### config.mk
export PLATFORM = sky130hd
export DESIGN_NAME = def_block_chunker
export DESIGN_NICKNAME = d
export VERILOG_FILES = /design/src/design/dbc_pkg.sv /design/src/design/dbc_scan.sv /design/src/design/def_block_chunker.sv
export SDC_FILE = /design/constraint.sdc
export NUM_CORES = 1
export LEC_CHECK = 0
export ABC_AREA = 1
export BUFFER_PORTS_ARGS = -buffer_cell sky130_fd_sc_hd__buf_2
export CORE_MARGIN = 5
export CORE_UTILIZATION = 49
export CTS_BUF_LIST = sky130_fd_sc_hd__clkbuf_8 sky130_fd_sc_hd__clkbuf_16
export DETAILED_ROUTE_END_ITERATION = 7
export GPL_TIMING_DRIVEN = 0
export PLACE_DENSITY = 0.78
export SKIP_LAST_GASP = 1
export SYNTH_ARGS = -nofsm -noshare
export SYNTH_HDL_FRONTEND = slang
export SYNTH_SLANG_ARGS = --single-unit
### constraint.sdc
create_clock -name clock -period 7 [get_ports clock]
set_clock_uncertainty 0.2 [all_clocks]
set_input_delay 1.4 -clock clock [delete_from_list [all_inputs] [get_ports clock]]
set_output_delay 1.4 -clock clock [all_outputs]
set_load 0.1 [all_outputs]
### src/design/dbc_pkg.sv
// Package for the definition chunker: beat types, scanner state codes and
// character constants. Used by dbc_scan and def_block_chunker.
package dbc_pkg;

   // Default widths of the scanner's counters.
   localparam int DEPTH_BITS_DEF  = 16;
   localparam int OFFSET_BITS_DEF = 32;
   localparam int LINE_BITS_DEF   = 24;

   // Characters the scanner looks for.
   localparam logic [7:0]  CHAR_OPEN  = 8'h7B;   // '{'
   localparam logic [7:0]  CHAR_CLOSE = 8'h7D;   // '}'
   localparam logic [7:0]  CHAR_NL    = 8'h0A;   // newline
   localparam logic [7:0]  CHAR_SPACE = 8'h20;   // ' '
   localparam logic [23:0] KEY_DEF    = 24'h646566;   // "def"

   // Result kinds.
   localparam logic [1:0] KIND_CHUNK      = 2'd0;
   localparam logic [1:0] KIND_NO_OPEN    = 2'd1;
   localparam logic [1:0] KIND_UNCLOSED   = 2'd2;

   // Scanner mode.
   typedef enum logic [1:0] {
      MODE_OUTSIDE,
      MODE_WAIT,
      MODE_BLOCK
   } scan_mode_type;

   // One input beat.
   typedef struct packed {
      logic [7:0] source_byte;
      logic       end_of_file;
   } req_item_type;

   // One result beat.
   typedef struct packed {
      logic [1:0]  result_kind;
      logic [31:0] start_offset;
      logic [23:0] start_line;
      logic [23:0] end_line;
      logic [23:0] end_column;
      logic [31:0] chunk_length;
   } rsp_item_type;

endpackage

### src/design/dbc_scan.sv
// Scanner core of the definition chunker: position counters, keyword match
// and brace depth. Processes one byte per step; depends on dbc_pkg.
module dbc_scan #(
   parameter int DEPTH_BITS  = dbc_pkg::DEPTH_BITS_DEF,
   parameter int OFFSET_BITS = dbc_pkg::OFFSET_BITS_DEF,
   parameter int LINE_BITS   = dbc_pkg::LINE_BITS_DEF
) (
   input  logic                  clock,
   input  logic                  reset,
   input  logic                  step,
   input  dbc_pkg::req_item_type item,
   output logic                  res_valid,
   output dbc_pkg::rsp_item_type res
);

   dbc_pkg::scan_mode_type mode_ff, mode_in;
   logic [31:0]            recent_ff, recent_in;
   logic [2:0]             bss_ff, bss_in;
   logic [OFFSET_BITS-1:0] offset_ff, offset_in;
   logic [LINE_BITS-1:0]   line_ff, line_in;
   logic [LINE_BITS-1:0]   col_ff, col_in;
   logic [DEPTH_BITS-1:0]  depth_ff, depth_in;
   logic [OFFSET_BITS-1:0] cs_offset_ff, cs_offset_in;
   logic [LINE_BITS-1:0]   cs_line_ff, cs_line_in;

   logic [7:0]             b;
   logic [DEPTH_BITS-1:0]  depth_dec;
   logic                   closed;
   logic                   at_start;
   logic                   after_nl;
   logic [OFFSET_BITS-1:0] length;

   assign b = item.source_byte;

   // State registers; they move only when a byte is stepped through.
   always_ff @(posedge clock) begin
      if (reset) begin
         mode_ff      <= dbc_pkg::MODE_OUTSIDE;
         recent_ff    <= '0;
         bss_ff       <= '0;
         offset_ff    <= '0;
         line_ff      <= LINE_BITS'(1);
         col_ff       <= LINE_BITS'(1);
         depth_ff     <= '0;
         cs_offset_ff <= '0;
         cs_line_ff   <= LINE_BITS'(1);
      end else if (step) begin
         mode_ff      <= mode_in;
         recent_ff    <= recent_in;
         bss_ff       <= bss_in;
         offset_ff    <= offset_in;
         line_ff      <= line_in;
         col_ff       <= col_in;
         depth_ff     <= depth_in;
         cs_offset_ff <= cs_offset_in;
         cs_line_ff   <= cs_line_in;
      end
   end

   // Next state and result for the current byte.
   always_comb begin
      mode_in      = mode_ff;
      recent_in    = {recent_ff[23:0], b};
      bss_in       = bss_ff;
      depth_in     = depth_ff;
      cs_offset_in = cs_offset_ff;
      cs_line_in   = cs_line_ff;
      closed       = 1'b0;
      depth_dec    = (depth_ff == '0) ? '0 : depth_ff - DEPTH_BITS'(1);
      at_start     = (offset_ff == OFFSET_BITS'(3)) && (bss_ff >= 3'd3);
      after_nl     = (bss_ff >= 3'd4) && (recent_ff[31:24] == dbc_pkg::CHAR_NL);

      // Position counters saturate at their maximum.
      offset_in = (offset_ff == '1) ? offset_ff : offset_ff + OFFSET_BITS'(1);
      if (b == dbc_pkg::CHAR_NL) begin
         line_in = (line_ff == '1) ? line_ff : line_ff + LINE_BITS'(1);
         col_in  = LINE_BITS'(1);
      end else begin
         line_in = line_ff;
         col_in  = (col_ff == '1) ? col_ff : col_ff + LINE_BITS'(1);
      end

      case (mode_ff)
         dbc_pkg::MODE_WAIT: begin
            if (b == dbc_pkg::CHAR_OPEN) begin
               mode_in  = dbc_pkg::MODE_BLOCK;
               depth_in = DEPTH_BITS'(1);
            end
         end
         dbc_pkg::MODE_BLOCK: begin
            if (b == dbc_pkg::CHAR_OPEN) begin
               depth_in = (depth_ff == '1) ? depth_ff : depth_ff + DEPTH_BITS'(1);
            end else if (b == dbc_pkg::CHAR_CLOSE) begin
               depth_in = depth_dec;
               closed   = (depth_dec == '0);
            end
         end
         default: begin
            // Outside a block: a space after "def" at file start or after a newline.
            if (b == dbc_pkg::CHAR_SPACE && recent_ff[23:0] == dbc_pkg::KEY_DEF &&
                (at_start || after_nl)) begin
               mode_in      = dbc_pkg::MODE_WAIT;
               cs_offset_in = offset_ff - OFFSET_BITS'(3);
               cs_line_in   = line_ff;
               bss_in       = '0;
            end else begin
               bss_in = (bss_ff == 3'd7) ? bss_ff : bss_ff + 3'd1;
            end
         end
      endcase

      // Result fields come from the state after this byte.
      length           = offset_in - cs_offset_in;
      res.result_kind  = dbc_pkg::KIND_CHUNK;
      res.start_offset = 32'(cs_offset_in);
      res.start_line   = 24'(cs_line_in);
      res.end_line     = 24'(line_in);
      res.end_column   = 24'(col_in);
      res.chunk_length = closed ? 32'(length) : '0;
      res_valid        = closed;

      if (closed) begin
         mode_in  = dbc_pkg::MODE_OUTSIDE;
         bss_in   = '0;
         depth_in = '0;
      end

      // End of file: report a pending definition, then start a new file.
      if (item.end_of_file) begin
         if (!closed && mode_in == dbc_pkg::MODE_WAIT) begin
            res.result_kind = dbc_pkg::KIND_NO_OPEN;
            res_valid       = 1'b1;
         end else if (!closed && mode_in == dbc_pkg::MODE_BLOCK) begin
            res.result_kind = dbc_pkg::KIND_UNCLOSED;
            res_valid       = 1'b1;
         end
         mode_in      = dbc_pkg::MODE_OUTSIDE;
         recent_in    = '0;
         bss_in       = '0;
         offset_in    = '0;
         line_in      = LINE_BITS'(1);
         col_in       = LINE_BITS'(1);
         depth_in     = '0;
         cs_offset_in = '0;
         cs_line_in   = LINE_BITS'(1);
      end
   end

endmodule

### src/design/def_block_chunker.sv
// Top level of the definition chunker: input register, scanner core and
// result register. Depends on dbc_pkg and dbc_scan.
//
// The block takes one source byte per cycle while the input is not stalled
// and finds top-level "def " definitions, reporting each chunk once its
// braces balance, and an error at end of file if a definition is still
// waiting for '{' or still open. A byte is held in an input register and
// passes the scanner while it advances; its result (if any) is then
// captured in the result register. Sustained throughput is one byte per
// cycle while the receiver does not stall, as the position and depth
// counters are updated for each byte as it advances. The input stalls only
// while the result register holds a beat that the receiver is stalling.
module def_block_chunker #(
   parameter int DEPTH_BITS  = dbc_pkg::DEPTH_BITS_DEF,
   parameter int OFFSET_BITS = dbc_pkg::OFFSET_BITS_DEF,
   parameter int LINE_BITS   = dbc_pkg::LINE_BITS_DEF
) (
   input  logic                  clock,
   input  logic                  reset,
   input  logic                  req_valid,
   output logic                  req_stall,
   input  dbc_pkg::req_item_type req_data,
   output logic                  rsp_valid,
   input  logic                  rsp_stall,
   output dbc_pkg::rsp_item_type rsp_data
);

   logic                  in_valid_ff;
   dbc_pkg::req_item_type in_item_ff;
   logic                  out_valid_ff;
   dbc_pkg::rsp_item_type out_item_ff;
   logic                  advance;
   logic                  res_valid;
   dbc_pkg::rsp_item_type res;

   // A held byte moves on when the result register is free or being emptied.
   assign advance   = in_valid_ff && (!out_valid_ff || !rsp_stall);
   assign req_stall = in_valid_ff && !advance;

   // Input register.
   always_ff @(posedge clock) begin
      if (reset) begin
         in_valid_ff <= 1'b0;
      end else if (!req_stall) begin
         in_valid_ff <= req_valid;
      end
   end

   always_ff @(posedge clock) begin
      if (!req_stall && req_valid) begin
         in_item_ff <= req_data;
      end
   end

   dbc_scan #(
      .DEPTH_BITS  (DEPTH_BITS),
      .OFFSET_BITS (OFFSET_BITS),
      .LINE_BITS   (LINE_BITS)
   ) u_scan (
      .clock     (clock),
      .reset     (reset),
      .step      (advance),
      .item      (in_item_ff),
      .res_valid (res_valid),
      .res       (res)
   );

   // Result register.
   always_ff @(posedge clock) begin
      if (reset) begin
         out_valid_ff <= 1'b0;
      end else if (advance) begin
         out_valid_ff <= res_valid;
      end else if (!rsp_stall) begin
         out_valid_ff <= 1'b0;
      end
   end

   always_ff @(posedge clock) begin
      if (advance && res_valid) begin
         out_item_ff <= res;
      end
   end

   assign rsp_valid = out_valid_ff;
   assign rsp_data  = out_item_ff;

endmodule
==> impl_results.md <==
- Status: finished, final reports clean
- Critical R2R Launch: u_scan.bss_ff[0]$_SDFFE_PP0P_
- Antenna Nets Post-Route: 0
- Clk root buf: clkbuf_16
- FMAX: 0.180 GHz
- Syn_nets: approximately 2,500
- Worst ir drop on vdd: roughly 180 uV
- Die Span Y: roughly 210 um
- CTS tree: done
- HP Class: register to register
- Initial antenna violation count: 0
- Yosys reg bits: approximately 340
- RSZ-0062 raised after global routing: no
- Max Buffers Root-to-Sink: 3
- Final Slew Violations: 0
- Core area: 37,700 um^2
- Gr busiest metal: met2
- Async set-reset flop share out of synthesis: 0%
- Tcrit/Tclk final: 79.3%
- Worst path required time: 7.12 ns
- Setup crit end kind: register
- Setup ws final: 1.45 ns
- Die area: 42,100 um^2
- Leakage Power: approximately 9.5 nW
- Minimum clock period: 5.55 ns
- Cell accounting for the most synthesized area: edfxtp_1
- Ys Warns: 0
- Largest net degree at the start of global routing: 75
- First-pass GRT wire length: approximately 87,000 um
- Worst R2R Path Depth: 23
- CTS H-tree lvls: 2
- Crit path DAT: around 5.7 ns
- Hold Fails Final Rpt: 0
- Drt drc: 0
- Routability cong.: roughly 0.96
- Post-synth EDFFs: ~150
- Vias/cell: roughly 5.4
- Post-synth cell types: 60
- Max_slew headroom: around 34%
- Post-synth top area share: a little under a quarter
- Row count: 71
- Clock transition at the registers of the reported paths: roughly 0.070 ns
- Crit path kind: register to register
- Routed length per instance: 17.0 um
- Setup Fix Bufs, Post-CTS: 0
- Worst flop-to-flop path endpoint: rsp_data[26]$_SDFFCE_PN0P_
- Routing usage on met3: under 10%
- Setup violators final: 0
- Routed WL: approximately 55,000 um
- CTS sink count: between 300 and 400
- Grt ovf: 0
- Seq/Total Area, Yosys: between 40% and 50%
- Tot GR Track Use: about a quarter
- Top cells by area, synth: edfxtp_1, dfxtp_1, nand2_1
- Hold path depth: 2
- Final nets: between 2,000 and 3,000
- Starting density of the core: about half
- Drt first-iter violations: around 1,400
- Post-DP HPWL: roughly 41,000 um
- Total number of vias: 17,353
- Top FF cell, synth: dfxtp_1
- Layout cell share with drive strength beyond 1: approximately 14%
- Syn Area/Cell: 7.54 um^2
- Syn-to-layout area delta: 14.7%
- Die Width: about 200 um
- Hold Crit Start: u_scan.cs_offset_ff[11]$_SDFFE_PP0P_
- Vias in the first global route: between 15,000 and 20,000
- CTS resizes: 0
- M2 GR Usage: 41.5%
- Skew-Pair Late Insertion Delay: about 0.56 ns
- CP startpoint kind: register
- Max_cap viols: 0
- Met1 Usage GRT: a little over a third
- Number of buffers created by CTS: 38
- R2R Setup Slk: approximately 1.4 ns
- Dpl ws: between 1.5 and 2 ns
- Tot Pwr: 4.39 mW
- Worst-path maximum fanout: 10
- Slew at the pin closest to its max-slew limit: 0.987 ns
- Diode count: 0
- Num ports: between 150 and 200
- Syn Inst Count: ~2,500
- End of the worst hold path: u_scan.cs_offset_ff[11]$_SDFFE_PP0P_
- Fin util: approximately 57%
- Hold-fix buffers at CTS: 0
- First-pass detailed-route iteration total: 5
- Cell Area, Synth: roughly 19,000 um^2
- Minimum hold slack: about 0.26 ns
- Port buffer count: about 150
- Setup TNS: 0 ns
- Pwr/cell area: between 200 and 250 nW/um^2
-- cell type report --
cell class / count / area [um^2]
Fill cell: 3474 / 16300
Multi-Input combinational cell: 1741 / 8880
Sequential cell: 338 / 8240
Inverter: 303 / 1150
Clock buffer: 42 / 1040
Timing Repair Buffer: 153 / 788
Tap cell: 511 / 639
Buffer: 91 / 405
Clock inverter: 28 / 273
-- where the power goes --
group / switching [mW] / internal (mW) / total [mW]
logic: 0.192 / 0.0671 / 0.259
registers: 0.0144 / 2.06 / 2.07
clock network: 0.859 / 1.20 / 2.06
-- routing by layer --
layer	wire (um)	part of all wire, %
met5	0	0
met4	1490	2.7
met3	4490	8.2
met2	24800	46
met1	23700	44
-- worst max path at each step --
stage,start,end,slack (ns),cells after the start
2_1_floorplan,rsp_stall,rsp_data[0]$_SDFFCE_PN0P_,1.59,6
3_3_place_gp,u_scan.depth_ff[0]$_SDFFE_PP0P_,rsp_data[11]$_SDFFCE_PN0P_,-0.20,16
3_5_place_dp,u_scan.bss_ff[0]$_SDFFE_PP0P_,rsp_data[26]$_SDFFCE_PN0P_,1.73,23
4_1_cts,u_scan.bss_ff[0]$_SDFFE_PP0P_,rsp_data[26]$_SDFFCE_PN0P_,1.69,23
5_1_grt,u_scan.bss_ff[0]$_SDFFE_PP0P_,rsp_data[26]$_SDFFCE_PN0P_,1.20,23
6_report,u_scan.bss_ff[0]$_SDFFE_PP0P_,rsp_data[26]$_SDFFCE_PN0P_,1.45,23
-- logic make-up (layout without fill, tap and decap cells) --
logic type      after synthesis  in the layout  synth area share [%]
fa+ha+maj                    43             43                  2.88
xor+xnor                    100            100                  4.70
flops                       338            338                  44.2
compound gates              430            430                  12.7
simple gates               1168           1168                  27.3
buf+inv                     394            617                  8.29
-- synthesized netlist by cell type, types with 2 or more instances --
master	n
o211ai_1	9
or2_2	12
nor2_1	204
o21bai_1	3
o221a_2	2
nor2_4	4
clkbuf_1	62
nor4_1	21
nor3_2	9
a31oi_1	10
a21oi_1	263
inv_2	35
o221ai_1	3
ha_1	43
nand4_1	41
nand2_2	25
buf_4	2
nor2_2	17
xor2_1	93
o21ai_0	87
buf_6	5
clkinv_1	4
nand2_1	690
a21o_1	2
clkinv_2	3
o21a_1	8
xnor2_1	7
nor3_1	45
inv_1	261
buf_1	7
nand3_1	74
o21ai_2	7
a2111oi_0	3
nand3_2	12
buf_2	15
a21oi_2	5
dfxtp_1	191
nand2_4	4
nand3b_1	3
nor3b_1	2
o21ai_1	15
edfxtp_1	147
-- cell usage in the layout, fill, tap and decap left out, drive strengths merged, types with 87 or more instances in the layout --
cell      n
nand2   719
inv     302
a21oi   268
nor2    225
dfxtp   191
buf     182
edfxtp  147
o21ai   110
clkbuf  104
xor2     93
nand3    87
-- sequential cells by signal, summed over array words and instances (netlist names), 16 cells and up --
| signal | cells |
|---|---|
| u_scan.cs_offset_ff | 32 |
| u_scan.offset_ff | 32 |
| u_scan.depth_ff | 16 |
| rsp_data | 138 |
| u_scan.recent_ff | 32 |
| u_scan.line_ff | 24 |
| u_scan.col_ff | 24 |
| u_scan.cs_line_ff | 24 |
-- critical path, stage by stage (launching register included) --
cell,delay [ns]
dfxtp_1,0.35
ha_1,0.24
ha_1,0.19
nor2_1,0.08
nand2_1,0.08
nand3_1,0.09
nor2_1,0.06
nand2_2,0.08
nand2_4,0.07
nand3_4,0.17
clkbuf_1,0.56
clkbuf_1,0.60
nand2_1,0.08
o21ai_0,0.33
inv_1,0.12
ha_1,0.23
a21oi_1,0.28
o21ai_0,0.24
a21boi_0,0.60
o21ai_0,0.22
a21oi_1,0.21
nand3_1,0.10
nand2_1,0.06
nor2_1,0.03
-- stage by stage --
stage	cells	cell area [um^2]
after floorplan	2473	18700
after detailed placement	3137	20100
after global placement	3136	20100
after global routing	3207	21400
final	3207	21400
after CTS	3207	21400
Power figures use the tool's default switching activity.
